<file path="src/hdl/nps_pkg.sv">
`timescale 1ns / 1ps

package nps_pkg;

    localparam int PALETTE_SIZE = 256;
    localparam int IDX_W        = 8;
    localparam int CHAN_W       = 8;
    localparam int COLOR_W      = 3 * CHAN_W;
    localparam int PIXEL_W      = 32;
    localparam int ENTRY_W      = COLOR_W + PIXEL_W;
    localparam int DIST_W       = 10;

    localparam logic [DIST_W-1:0] DIST_START = 10'h300;
    localparam logic [IDX_W-1:0]  LAST_ADDR  = IDX_W'(PALETTE_SIZE - 1);

    localparam logic OP_WRITE = 1'b0;
    localparam logic OP_QUERY = 1'b1;

    typedef struct packed {
        logic capture;
        logic write;
        logic read;
    } nps_cmd_t;

    typedef struct packed {
        logic last_addr;
    } nps_sts_t;

endpackage

</file>
<file path="src/hdl/nps_ctrl.sv">
`timescale 1ns / 1ps

module nps_ctrl (
    input  logic              clk,
    input  logic              rst_n,
    input  logic              start,
    input  logic              op,
    output logic              busy,
    output logic              done,
    output nps_pkg::nps_cmd_t cmd,
    input  nps_pkg::nps_sts_t sts
);

    import nps_pkg::*;

    typedef enum logic [1:0] {
        S_IDLE,
        S_SCAN,
        S_FLUSH,
        S_DONE
    } state_t;

    state_t state_reg;
    logic   busy_reg;
    logic   done_reg;
    logic   accept;

    assign accept      = start && !busy_reg;
    assign cmd.capture = accept && (op == OP_QUERY);
    assign cmd.write   = accept && (op == OP_WRITE);
    assign cmd.read    = (state_reg == S_SCAN);

    always_ff @(posedge clk or negedge rst_n)
    begin
        if (!rst_n)
        begin
            state_reg <= S_IDLE;
            busy_reg  <= 1'b0;
            done_reg  <= 1'b0;
        end
        else
        begin
            unique case (state_reg)
                S_IDLE:
                begin
                    if (cmd.capture)
                    begin
                        state_reg <= S_SCAN;
                        busy_reg  <= 1'b1;
                    end
                end
                S_SCAN:
                begin
                    if (sts.last_addr)
                    begin
                        state_reg <= S_FLUSH;
                    end
                end
                S_FLUSH:
                begin
                    state_reg <= S_DONE;
                    done_reg  <= 1'b1;
                end
                S_DONE:
                begin
                    state_reg <= S_IDLE;
                    busy_reg  <= 1'b0;
                    done_reg  <= 1'b0;
                end
                default:
                begin
                    state_reg <= S_IDLE;
                    busy_reg  <= 1'b0;
                    done_reg  <= 1'b0;
                end
            endcase
        end
    end

    assign busy = busy_reg;
    assign done = done_reg;

    a_done_one_cycle: assert property (@(posedge clk) disable iff (!rst_n)
        done_reg |=> !done_reg)
        else $error("result strobe longer than one cycle");

    a_done_while_busy: assert property (@(posedge clk) disable iff (!rst_n)
        done_reg |-> busy_reg)
        else $error("result strobe while idle");

endmodule

</file>
<file path="config.mk">
export PLATFORM = sky130hd
export DESIGN_NAME = nps_ctrl
export DESIGN_NICKNAME = d
export VERILOG_FILES = /design/src/hdl/nps_pkg.sv /design/src/hdl/nps_ctrl.sv
export SDC_FILE = /design/constraint.sdc
export NUM_CORES = 1
export LEC_CHECK = 0
export ABC_AREA = 0
export BUFFER_PORTS_ARGS = -buffer_cell sky130_fd_sc_hd__buf_2
export CORE_AREA = 8 8 45 47
export DETAILED_ROUTE_END_ITERATION = 8
export DIE_AREA = 0 0 53 55
export PLACE_DENSITY = 0.43
export SYNTH_ARGS = -nofsm -noshare
export SYNTH_HDL_FRONTEND = slang
export SYNTH_SLANG_ARGS = --single-unit
</file>
<file path="constraint.sdc">
create_clock -name clk -period 2.4 [get_ports clk]
set_input_delay 0.12 -clock clk [delete_from_list [all_inputs] [get_ports clk]]
set_output_delay 0.12 -clock clk [all_outputs]
set_load 0.01 [all_outputs]
</file>
# After elaboration in Yosys (flattened, before gate mapping)
# Index checks and enable logic that the tools add are counted.
totals:
  regBits: 4
  input_bits: 5
  out_inout_bits: 5
  wordCells: 24
classes:
  mux: 6
  reduce_logical: 9
  n_eq_ne: 5
  n_bitwise: 1
ops:
  columns: ["cell", "n"]
  rows:
  - ["$pmux W2 S4", 1]
  - ["$eq A2 B2 Y1 const B", 2]
  - ["$mux W2", 2]
  - ["$pmux W1 S2", 2]
  - ["$reduce_and A2 Y1", 2]
  - ["$reduce_bool A2 Y1", 2]
  - ["$logic_and A1 B1 Y1", 3]
  - ["$eq A2 B1 Y1 const B", 1]
  - ["$logic_not A2 Y1", 1]
  - ["$ne A2 B1 Y1 const B", 1]
  - ["$ne A2 B2 Y1 const B", 1]
  - ["$logic_not A1 Y1", 1]
  - ["$mux W1", 1]
  - ["$not A1 Y1", 1]

# Longest topological paths before layout
# Gate-level depths: netlist (run 1).
depth:
  ltp_word: 5
  mapped_depth: 5
  mapped_depth_nobuf: 5

# Worst setup path before layout (run 1)
# OpenSTA, ideal clock, no wires.
synth_timing:
  kind: "register to register"
  start: "register state_reg[1]"
  end: "register state_reg[1]"
  stages_incl_launch_ff: 6
  arrival_time_ns: 1.248
  required_time_ns: 2.275
  slack_ns: 1.027
  n_path_buf: 0
  synth_period_minus_slack_ns: 1.373
  cell_sequence: "dfrtp_1 -> inv_1 -> ha_1 -> nor2b_1 -> a21oi_4 -> mux2_4"
synth_lines:
  columns: ["item", "line_no", "rtl"]
  rows:
  - ["start, declared", "nps_ctrl.sv:23", "state_t state_reg;"]
  - ["start signal, assigned", "nps_ctrl.sv:37", "state_reg <= S_IDLE;"]
  - ["start signal, assigned", "nps_ctrl.sv:48", "state_reg <= S_SCAN;"]
  - ["start signal, assigned", "nps_ctrl.sv:56", "state_reg <= S_FLUSH;"]

# Worst setup path after layout (run 1)
layout_timing:
  start: "register state_reg[1]"
  end: "register state_reg[1]"
layout_between:
  elab_chain_cells: 3
  elab_cells_between_ends: 8
  cone_classes: "eq/ne (5); mux (1); reduce/logical (2)"
layout_lines:
  columns: ["item", "line_no", "rtl"]
  rows:
  - ["$eq A2 B1 Y1 or $logic_not A2 Y1 (tied branches)", "nps_ctrl.sv:43", "unique case (state_reg)"]
  - ["$ne A2 B1 Y1 (no source line) or $ne A2 B2 Y1 (tied branches)", null, null]
  - ["$reduce_and A2 Y1 (no source line)", null, null]
# Several ways; a longest one is shown, not always the timed one.
# A chain may end at the register's enable or synchronous reset.

==> qor.txt, run 1 <==
Status: finished, final reports clean
Post-Route Setup TNS: 0 ns
Initial DRC count: 0
Sequential area share after synthesis: 36.0%
Critical path's slowest cell: dfrtp_1
Synth unique cells: 13
H-tree depth: 1
Largest net degree at the start of global routing: 5
First-pass GRT wire length: 1060 um
Area delta synth->final: 35.1%
HP Class: input pin to register
Critical Path AT: 1.52 ns
Placed Area: 343 sq um
Worst Path Required: 2.52 ns
Max_slew headroom: 86.5%
DR WL/cell: 10.8 um
Fraction of layout cells with a size suffix above 1: 39.5%
Most Crowded Layer GR: met2
LEAKAGE: 0.214 nW
Clock Latency Late Sink: 0.24 ns
Post-Synthesis Cells: 25
Starting density of the core: 20.1%
Part of the cycle the worst path needs: 58.3%
Chip Height: 55 um
Area contributors post-synth: dfrtp_1 36%, ha_1 23%, nand3b_4 7.2%, a21oi_4 5.9%, inv_1 5.4%
Num CTS Buffers: 3
Avg Cell Area, Syn: 11.1 sq um
Clock buffer depth: 2
Final Setup Violations: 0
Routability cong.: 0.778
Cell breakdown of the critical path: inv_1 -> ha_1 -> nor2b_1 -> a21oi_4 -> mux2_4
Fillers: 144
Die W: 53 um
CP endpoint kind: register
Reg area: 100 sq um
Post-synth top area cell: dfrtp_1
Fin. max-slew vios: 0
Critical Path Source Type: register
Worst setup margin: 1.00 ns
Setup WS pre-CTS: 0.993 ns
Largest driver fanout on the critical path: 4
Final hold violations: 0
DP HPWL: 468 um
Site Rows: 14
Tmin final: 1.40 ns
Synth warn: 0
Share of the synthesized area in the top cell type: 36.0%
Syn nets: 35
M2 GR Usage: 8.01%
Final Instance Area: 375 sq um
Port Buf Inserts: 9
Detailed Route WL: 584 um
Pwr dens: 1210 nW/um^2
Clk_skew: 0.00354 ns
Clock root buffer: clkbuf_4
DR vias: 221
Max-cap violations: 0
DRT Pass-1 Iters: 1
Vias in the first global route: 240
Die area: 2920 sq um
Max Fclk: 714 MHz
CTS tree: yes
IO Count: 10
Unrepaired setup endpoints after global routing: no
Setup Buffers After CTS: 0
Core area: 1380 sq um
# diodes: 0
Initial antenna violation count: 0
Vias per Instance: 4.09
Global Route met1 Usage: 4.12%
Critical path type: register to register
CTS clk-pin slew, worst paths: 0.04 ns
DRT antenna net count: 0
Least-Margin Pin Slew: 0.202 ns
Drt drc: 0
Netlist Area Pre-Place: 278 sq um
Crit-path max cell delay: 0.40 ns
Fin nets: 50
Number of flip-flops under the largest register name: 2
Overall power: 0.454 mW
Yosys reg bits: 4
Global Route Usage Sum: 5.58%
# clock sinks: 4
Footprint of the multi-input gates: 163 sq um
Total gr overflow: 0
Maximum VDD drop: 351 uV
Met3 Usage GRT: 4.28%
-- worst max-delay path: cells and delay by family, from the launching register on --
family          cells  cell delay, ns
buf+inv             1            0.10
fa+ha+maj           1            0.19
mux                 1            0.30
compound gates      1            0.14
simple gates        1            0.15
flops               1            0.40
-- where the power goes --
part	internal (mW)	switching (mW)	leakage [nW]
registers	0.102	0.0289	0.0485
clock network	0.0561	0.0303	0.0138
logic	0.120	0.116	0.152
total	0.279	0.175	0.214
-- synth_stat cells --
library cell	instances
nor2_1	3
o21ai_1	1
dfrtp_1	4
a21oi_4	1
nand3b_4	1
mux2_4	1
nor3b_1	1
nor2b_1	1
mux2i_1	1
inv_1	4
o21ai_0	1
ha_1	5
nand2_1	1
-- metal layers --
metal	part of all wire, %	vias up
li1	-	105
met1	36	100
met2	45	12
met3	13	4
met4	6.7	0
met5	0	-
-- stage by stage --
stage,std cells,util (%),hold slack (ns)
after detailed placement,50,24.8,-0.0730
after global placement,50,24.8,-0.0719
after CTS,54,27.1,0.210
after global routing,54,27.1,0.216
final,54,27.1,0.212
after floorplan,25,-,-0.176
-- final timing paths --
kind	from	endpoint	slack, ns	cells past startpoint
max	state_reg[1]$_DFFE_PN0P_	state_reg[1]$_DFFE_PN0P_	1.00	5
min	start	busy$_DFFE_PN0P_	0.21	3
max reg2reg	state_reg[1]$_DFFE_PN0P_	state_reg[1]$_DFFE_PN0P_	1.00	5
min reg2reg	done$_DFFE_PN0P_	done$_DFFE_PN0P_	0.50	2
max in group asynchronous	rst_n	state_reg[0]$_DFFE_PN0P_	2.07	2
min in group asynchronous	rst_n	busy$_DFFE_PN0P_	0.22	2
-- kinds of logic (layout without fill, tap and decap cells) --
kind of cell | count (synthesis) | count (layout) | synth area share [%]
AND/OR/NAND/NOR | 7 | 7 | 17.6
adder cells (fa/ha/maj) | 5 | 5 | 22.5
flip-flops | 4 | 4 | 36.0
buffers and inverters | 4 | 17 | 5.40
AO/OA/AOI/OAI | 3 | 3 | 9.46
multiplexers | 2 | 2 | 9.01
-- final cells by class --
cell class                 count  share of cell area [%]
timing repair buffer          10                    14.7
multi-input combinational     17                    43.3
inverter                       4                    4.00
tap                           16                    5.33
clock buffer                   3                    6.00
sequential                     4                    26.7
-- what timing repair did --
item | in CTS | in global routing
resized for setup | 0 | 0
hold buffers | 1 | 0
endpoints found under the hold margin | 4 | 0
-- cell usage in the layout, fill, tap and decap left out --
cell type,netlist,routed
mux2i_1,1,1
nand2_1,1,1
ha_1,5,5
inv_1,4,4
a21oi_4,1,1
clkbuf_4,0,3
nor2b_1,1,1
o21ai_0,1,1
o21ai_1,1,1
dlygate4sd3_1,0,1
dfrtp_1,4,4
mux2_4,1,1
nor2_1,3,3
nor3b_1,1,1
nand3b_4,1,1
buf_2,0,9
No activity file was read; power rests on OpenSTA's default activity.
==> inputs of run 2 (changes only) <==
--- a/config.mk
+++ b/config.mk
@@ -10,7 +10,7 @@
 export CORE_AREA = 8 8 45 47
 export DETAILED_ROUTE_END_ITERATION = 8
 export DIE_AREA = 0 0 53 55
-export PLACE_DENSITY = 0.43
+export PLACE_DENSITY = 0.45
 export SYNTH_ARGS = -nofsm -noshare
 export SYNTH_HDL_FRONTEND = slang
 export SYNTH_SLANG_ARGS = --single-unit
==> constraint.sdc (replaced) <==
create_clock -name clk -period 1.2 [get_ports clk]
set_input_delay 0.06 -clock clk [delete_from_list [all_inputs] [get_ports clk]]
set_output_delay 0.06 -clock clk [all_outputs]
set_load 0.01 [all_outputs]
==> run 2 against run 1 <==
Net effect: the run now ends with negative setup slack left; combinational power increased to 2.9 times the previous value; critical endpoint unchanged; first-iteration DRC count increased by 1; wire length increased by 12%; maximum frequency increased by 9.0%; via count increased by 7.7%; worst setup slack got worse by 1.1 ns; hold slack got worse by 0.056 ns; critical path depth decreased by 1; cell area increased by 18%; global-route usage decreased by 0.65 points; die area unchanged.
==> qor.txt, run 2 (synthesis gave the netlist of run 1 again) <==
Final Instance Area: 444 sq um
Starting density of the core: 20.1%
Clock buffer depth: 2
Worst Hold Launch: start
Clk_skew: 0.00507 ns
Global Route Usage Sum: 4.93%
Fin nets: 56
Tmin final: 1.28 ns
CP endpoint kind: register
Max-cap violations: 0
Status: finished, violations left
RR Startpoint: state_reg[0]$_DFFE_PN0P_
# diodes: 0
Core area: 1380 sq um
Number of flip-flops under the largest register name: 2
Final hold violations: 0
First-pass GRT wire length: 1010 um
Clock root buffer: clkbuf_4
DP HPWL: 566 um
Initial DRC count: 1
Die W: 53 um
Max_slew headroom: 91.1%
Clock Latency Late Sink: 0.23 ns
Post-Layout Cell Count: 60
# clock sinks: 4
Vias in the first global route: 247
Fillers: 153
DR vias: 238
Num CTS Buffers: 3
Max Fclk: 779 MHz
Area delta synth->final: 59.9%
Largest driver fanout on the critical path: 3
Critical path origin: state_reg[0]$_DFFE_PN0P_
LEAKAGE: 0.241 nW
Initial antenna violation count: 0
Maximum VDD drop: 934 uV
Die area: 2920 sq um
DRT Pass-1 Iters: 4
Post-Route Setup TNS: -0.119 ns
Detailed Route WL: 652 um
DRT antenna net count: 0
Critical Path Source Type: register
Largest net degree at the start of global routing: 5
IO Count: 10
Critical path type: register to register
Chip Height: 55 um
Part of the cycle the worst path needs: 107%
Fin. max-slew vios: 0
Setup Buffers After CTS: 0
H-tree depth: 1
Pwr dens: 2520 nW/um^2
Fraction of layout cells with a size suffix above 1: 61.4%
Worst setup margin: -0.0838 ns
Setup WS pre-CTS: -0.0833 ns
Placed cell count: 56
Worst Path Required: 1.31 ns
Leading cell types in the layout, fill and taps excluded: 9 x buf_2, 6 x buf_4
Drt drc: 0
Unrepaired setup endpoints after global routing: yes
Final Setup Violations: 2
Critical Path AT: 1.39 ns
CTS clk-pin slew, worst paths: 0.04 ns
CTS tree: yes
Port Buf Inserts: 9
Total gr overflow: 0
HP Class: input pin to register
DR WL/cell: 10.9 um
Placed Area: 410 sq um
Violated checks: negative setup slack
Routability cong.: 0.727
Least-Margin Pin Slew: 0.130 ns
Most common cell after layout, fill and taps aside: buf_2
Vias per Instance: 3.97
Site Rows: 14
run 2: cell types whose count changed in the layout (fill, tap and decap cells not counted), sizes merged:
cell and delta:
buf +6
run 2: final timing paths:
| check | to | slack (ns) | depth (start not counted) |
|---|---|---|---|
| max | state_reg[1]$_DFFE_PN0P_ | -0.08 | 4 |
| min | busy$_DFFE_PN0P_ | 0.16 | 3 |
| max reg2reg | state_reg[1]$_DFFE_PN0P_ | -0.08 | 4 |
| min reg2reg | done$_DFFE_PN0P_ | 0.50 | 2 |
| max in group asynchronous | state_reg[0]$_DFFE_PN0P_ | 0.90 | 2 |
| min in group asynchronous | done$_DFFE_PN0P_ | 0.17 | 2 |
run 2: metal layers:
| metal | track usage [%] | vias to the layer above | share of wire (%) | wire (um) |
|---|---|---|---|---|
| met5 | 0 | - | 0 | 0 |
| met2 | 8.79 | 11 | 56 | 367 |
| met1 | 3.82 | 106 | 32 | 206 |
| li1 | - | 119 | - | - |
| met3 | 2.94 | 2 | 11 | 70 |
| met4 | 3.88 | 0 | 1.2 | 8 |
run 2: final cells by class:
class / instances / area [sq um] / area share [%]
sequential: 4 / 101 / 22.8
inverter: 4 / 15.0 / 3.38
tap: 16 / 20.0 / 4.51
multi-input combinational: 17 / 185 / 41.7
clock buffer: 3 / 22.5 / 5.07
timing repair buffer: 16 / 100 / 22.5
run 2: worst max-delay path, stage by stage (launching register included):
cell and delay, ns:
dfrtp_2 0.43, ha_4 0.17, nor2b_4 0.12, a21oi_4 0.13, mux2_4 0.32
run 2: repair_timing:
item	CTS	global route
gates resized for setup	0	3
hold buffers	1	0
endpoints found under the hold margin	4	0
pin swaps	0	1
endpoints found under the setup margin	2	3
run 2: report_power, final:
group / switching (mW) / internal, mW / total [mW]
Sequential: 0.0574 / 0.209 / 0.266
Combinational: 0.302 / 0.386 / 0.688
Clock: 0.0525 / 0.112 / 0.164
Total: 0.412 / 0.706 / 1.12
run 2: through the flow:
step                      hold WS, ns  util (%)  power (mW)
after floorplan                -0.236         -       0.667
after global placement         -0.131      29.7       0.929
after detailed placement       -0.133      29.7       0.964
after CTS                       0.160      32.0        1.14
after global routing            0.171      32.1        1.22
final                           0.155      32.1        1.12
==> inputs of run 3 (changes only) <==
--- a/config.mk
+++ b/config.mk
@@ -6,7 +6,7 @@
 export NUM_CORES = 1
 export LEC_CHECK = 0
 export ABC_AREA = 0
-export BUFFER_PORTS_ARGS = -buffer_cell sky130_fd_sc_hd__buf_2
+export BUFFER_PORTS_ARGS = -buffer_cell sky130_fd_sc_hd__buf_4
 export CORE_AREA = 8 8 45 47
 export DETAILED_ROUTE_END_ITERATION = 8
 export DIE_AREA = 0 0 53 55
==> constraint.sdc (replaced) <==
create_clock -name clk -period 1.2 [get_ports clk]
set_input_delay 0.06 -clock clk [delete_from_list [all_inputs] [get_ports clk]]
set_output_delay 0.06 -clock clk [all_outputs]
set_load 0.1 [all_outputs]
==> run 3 against run 2 <==
Net effect: the run still ends with negative setup slack left; clock skew shrank 0.0039 ns; first-iteration DRC count increased by 100%; cell area increased by 35%; worst setup slack lost 0.049 ns; critical endpoint is now cmd[2].
==> qor.txt, run 3 (synthesis gave the netlist of run 1 again) <==
LEAKAGE: 0.292 nW
Most common cell after layout, fill and taps aside: buf_4
Reg-to-reg endpoint: state_reg[1]$_DFFE_PN0P_
Status: finished, violations left
Pwr dens: 3130 nW/um^2
Total gr overflow: 0
WP buf/inv: 3
Net Switching: 0.883 mW
RR Startpoint: state_reg[0]$_DFFE_PN0P_
Clock Latency Late Sink: 0.25 ns
DRT antenna net count: 0
IO Count: 10
Max Fclk: 750 MHz
Port Buf Inserts: 9
R2r setup slk: -0.11 ns
Overall power: 1.88 mW
Final core occ: 43.5%
Tmin final: 1.33 ns
Fraction of layout cells with a size suffix above 1: 68.6%
Chip Height: 55 um
Starting density of the core: 20.1%
DRT Pass-1 Iters: 3
Max-cap violations: 0
Site Rows: 14
Routability cong.: 0.766
Detailed Route WL: 763 um
Crit-path max cell delay: 0.47 ns
Unrepaired setup endpoints after global routing: yes
Maximum VDD drop: 1230 uV
Fin. max-slew vios: 0
Initial DRC count: 2
Sequential Power Share: 14.1%
Clock root buffer: clkbuf_4
Area delta synth->final: 117%
Core area: 1380 sq um
CTS clk-pin slew, worst paths: 0.05 ns
Final Setup Violations: 4
Die area: 2920 sq um
Critical Path AT: 1.27 ns
Violated checks: negative setup slack
Final hold violations: 0
Largest net degree at the start of global routing: 5
DR vias: 265
Worst setup margin: -0.133 ns
CP endpoint kind: output pin
Critical path's slowest cell: dfrtp_4
Critical path's top delay family: flip-flops
Int Pwr: 1.00 mW
DP HPWL: 548 um
Leading cell types in the layout, fill and taps excluded: 12 x buf_4, 5 x buf_6, 4 x buf_12
Clock network fraction of design power: 11.0%
Part of the cycle the worst path needs: 111%
Vias per Instance: 3.96
Post-Layout Cell Count: 67
Critical Path Source Type: register
Critical path type: register to output pin
First-pass GRT wire length: 1270 um
Critical path origin: busy$_DFFE_PN0P_
Die W: 53 um
HP Class: input pin to async pin
Largest driver fanout on the critical path: 2
Global Route Usage Sum: 6.51%
Fillers: 145
Number of flip-flops under the largest register name: 2
CTS tree: yes
Worst Path Required: 1.14 ns
DR WL/cell: 11.4 um
Cell breakdown of the critical path: nand3b_4 -> buf_6 -> clkinvlp_4 -> buf_12
Clock buffer depth: 2
Worst reg2reg path depth: 4
Num CTS Buffers: 3
# diodes: 0
Vias in the first global route: 277
Initial antenna violation count: 0
Max_slew headroom: 81.5%
Sw Share: 46.9%
H-tree depth: 1
# clock sinks: 4
Fin nets: 62
Placed cell count: 58
Gate power share: 74.9%
Clk_skew: 0.00113 ns
Drt drc: 0
Least-Margin Pin Slew: 0.279 ns
[run 3: changes by cell type in the layout (fill, tap and decap cells not counted), sizes merged]
cell	delta
buf	+6
clkbuf	+1
clkinvlp	+1
inv	-1
[run 3: power groups by stage]
stage / logic [mW] / clock network [mW] / registers (mW)
2_1_floorplan: 0.591 / 0 / 0.485
3_3_place_gp: 1.12 / 0 / 0.264
3_5_place_dp: 1.13 / 0 / 0.266
4_1_cts: 1.39 / 0.211 / 0.265
5_1_grt: 1.49 / 0.227 / 0.274
6_report: 1.41 / 0.207 / 0.266
[run 3: how the worst max path moves through the flow]
stage                                     endpoint  slack, ns  cells past startpoint
after floorplan                             cmd[1]      -0.35                      1
after global placement    state_reg[1]$_DFFE_PN0P_      -0.06                      4
after detailed placement  state_reg[1]$_DFFE_PN0P_      -0.14                      4
after CTS                                   cmd[2]      -0.15                      4
after global routing                        cmd[2]      -0.19                      4
final                                       cmd[2]      -0.13                      4
[run 3: layout make-up]
type                       count  area, sq um  share of cell area, %
clock buffer                   4         26.3                   4.37
inverter                       4         18.8                   3.12
multi-input combinational     17          196                   32.6
sequential                     4          104                   17.3
tap                           16         20.0                   3.33
timing repair buffer          22          236                   39.3
[run 3: per-stage QoR]
stage	setup slack [ns]	area, sq um	hold slack (ns)	TNS (ns)
floorplan	-0.353	317	-0.236	-0.866
global placement	-0.0582	464	-0.140	-0.0911
detailed placement	-0.140	464	-0.140	-0.273
CTS	-0.150	594	0.134	-0.431
global route	-0.187	602	0.162	-0.636
finish	-0.133	602	0.154	-0.395
[run 3: layer usage]
layer	track usage, %	wire, um
met1	6.11	283
met2	9.96	396
met3	3.48	66
met4	6.47	17
met5	0	0
[run 3: repair_timing]
action	4_1_cts	5_1_grt
hold buffers	1	0
pin swaps	2	1
endpoints found under the hold margin	4	0
buffers inserted	3	1
endpoints found under the setup margin	6	7
resized for setup	19	0
[run 3: worst reg2reg max path, stage by stage (launching register included)]
cell     delay, ns
dfrtp_1       0.42
ha_4          0.19
nor2b_4       0.12
a21oi_4       0.14
mux2_4        0.32
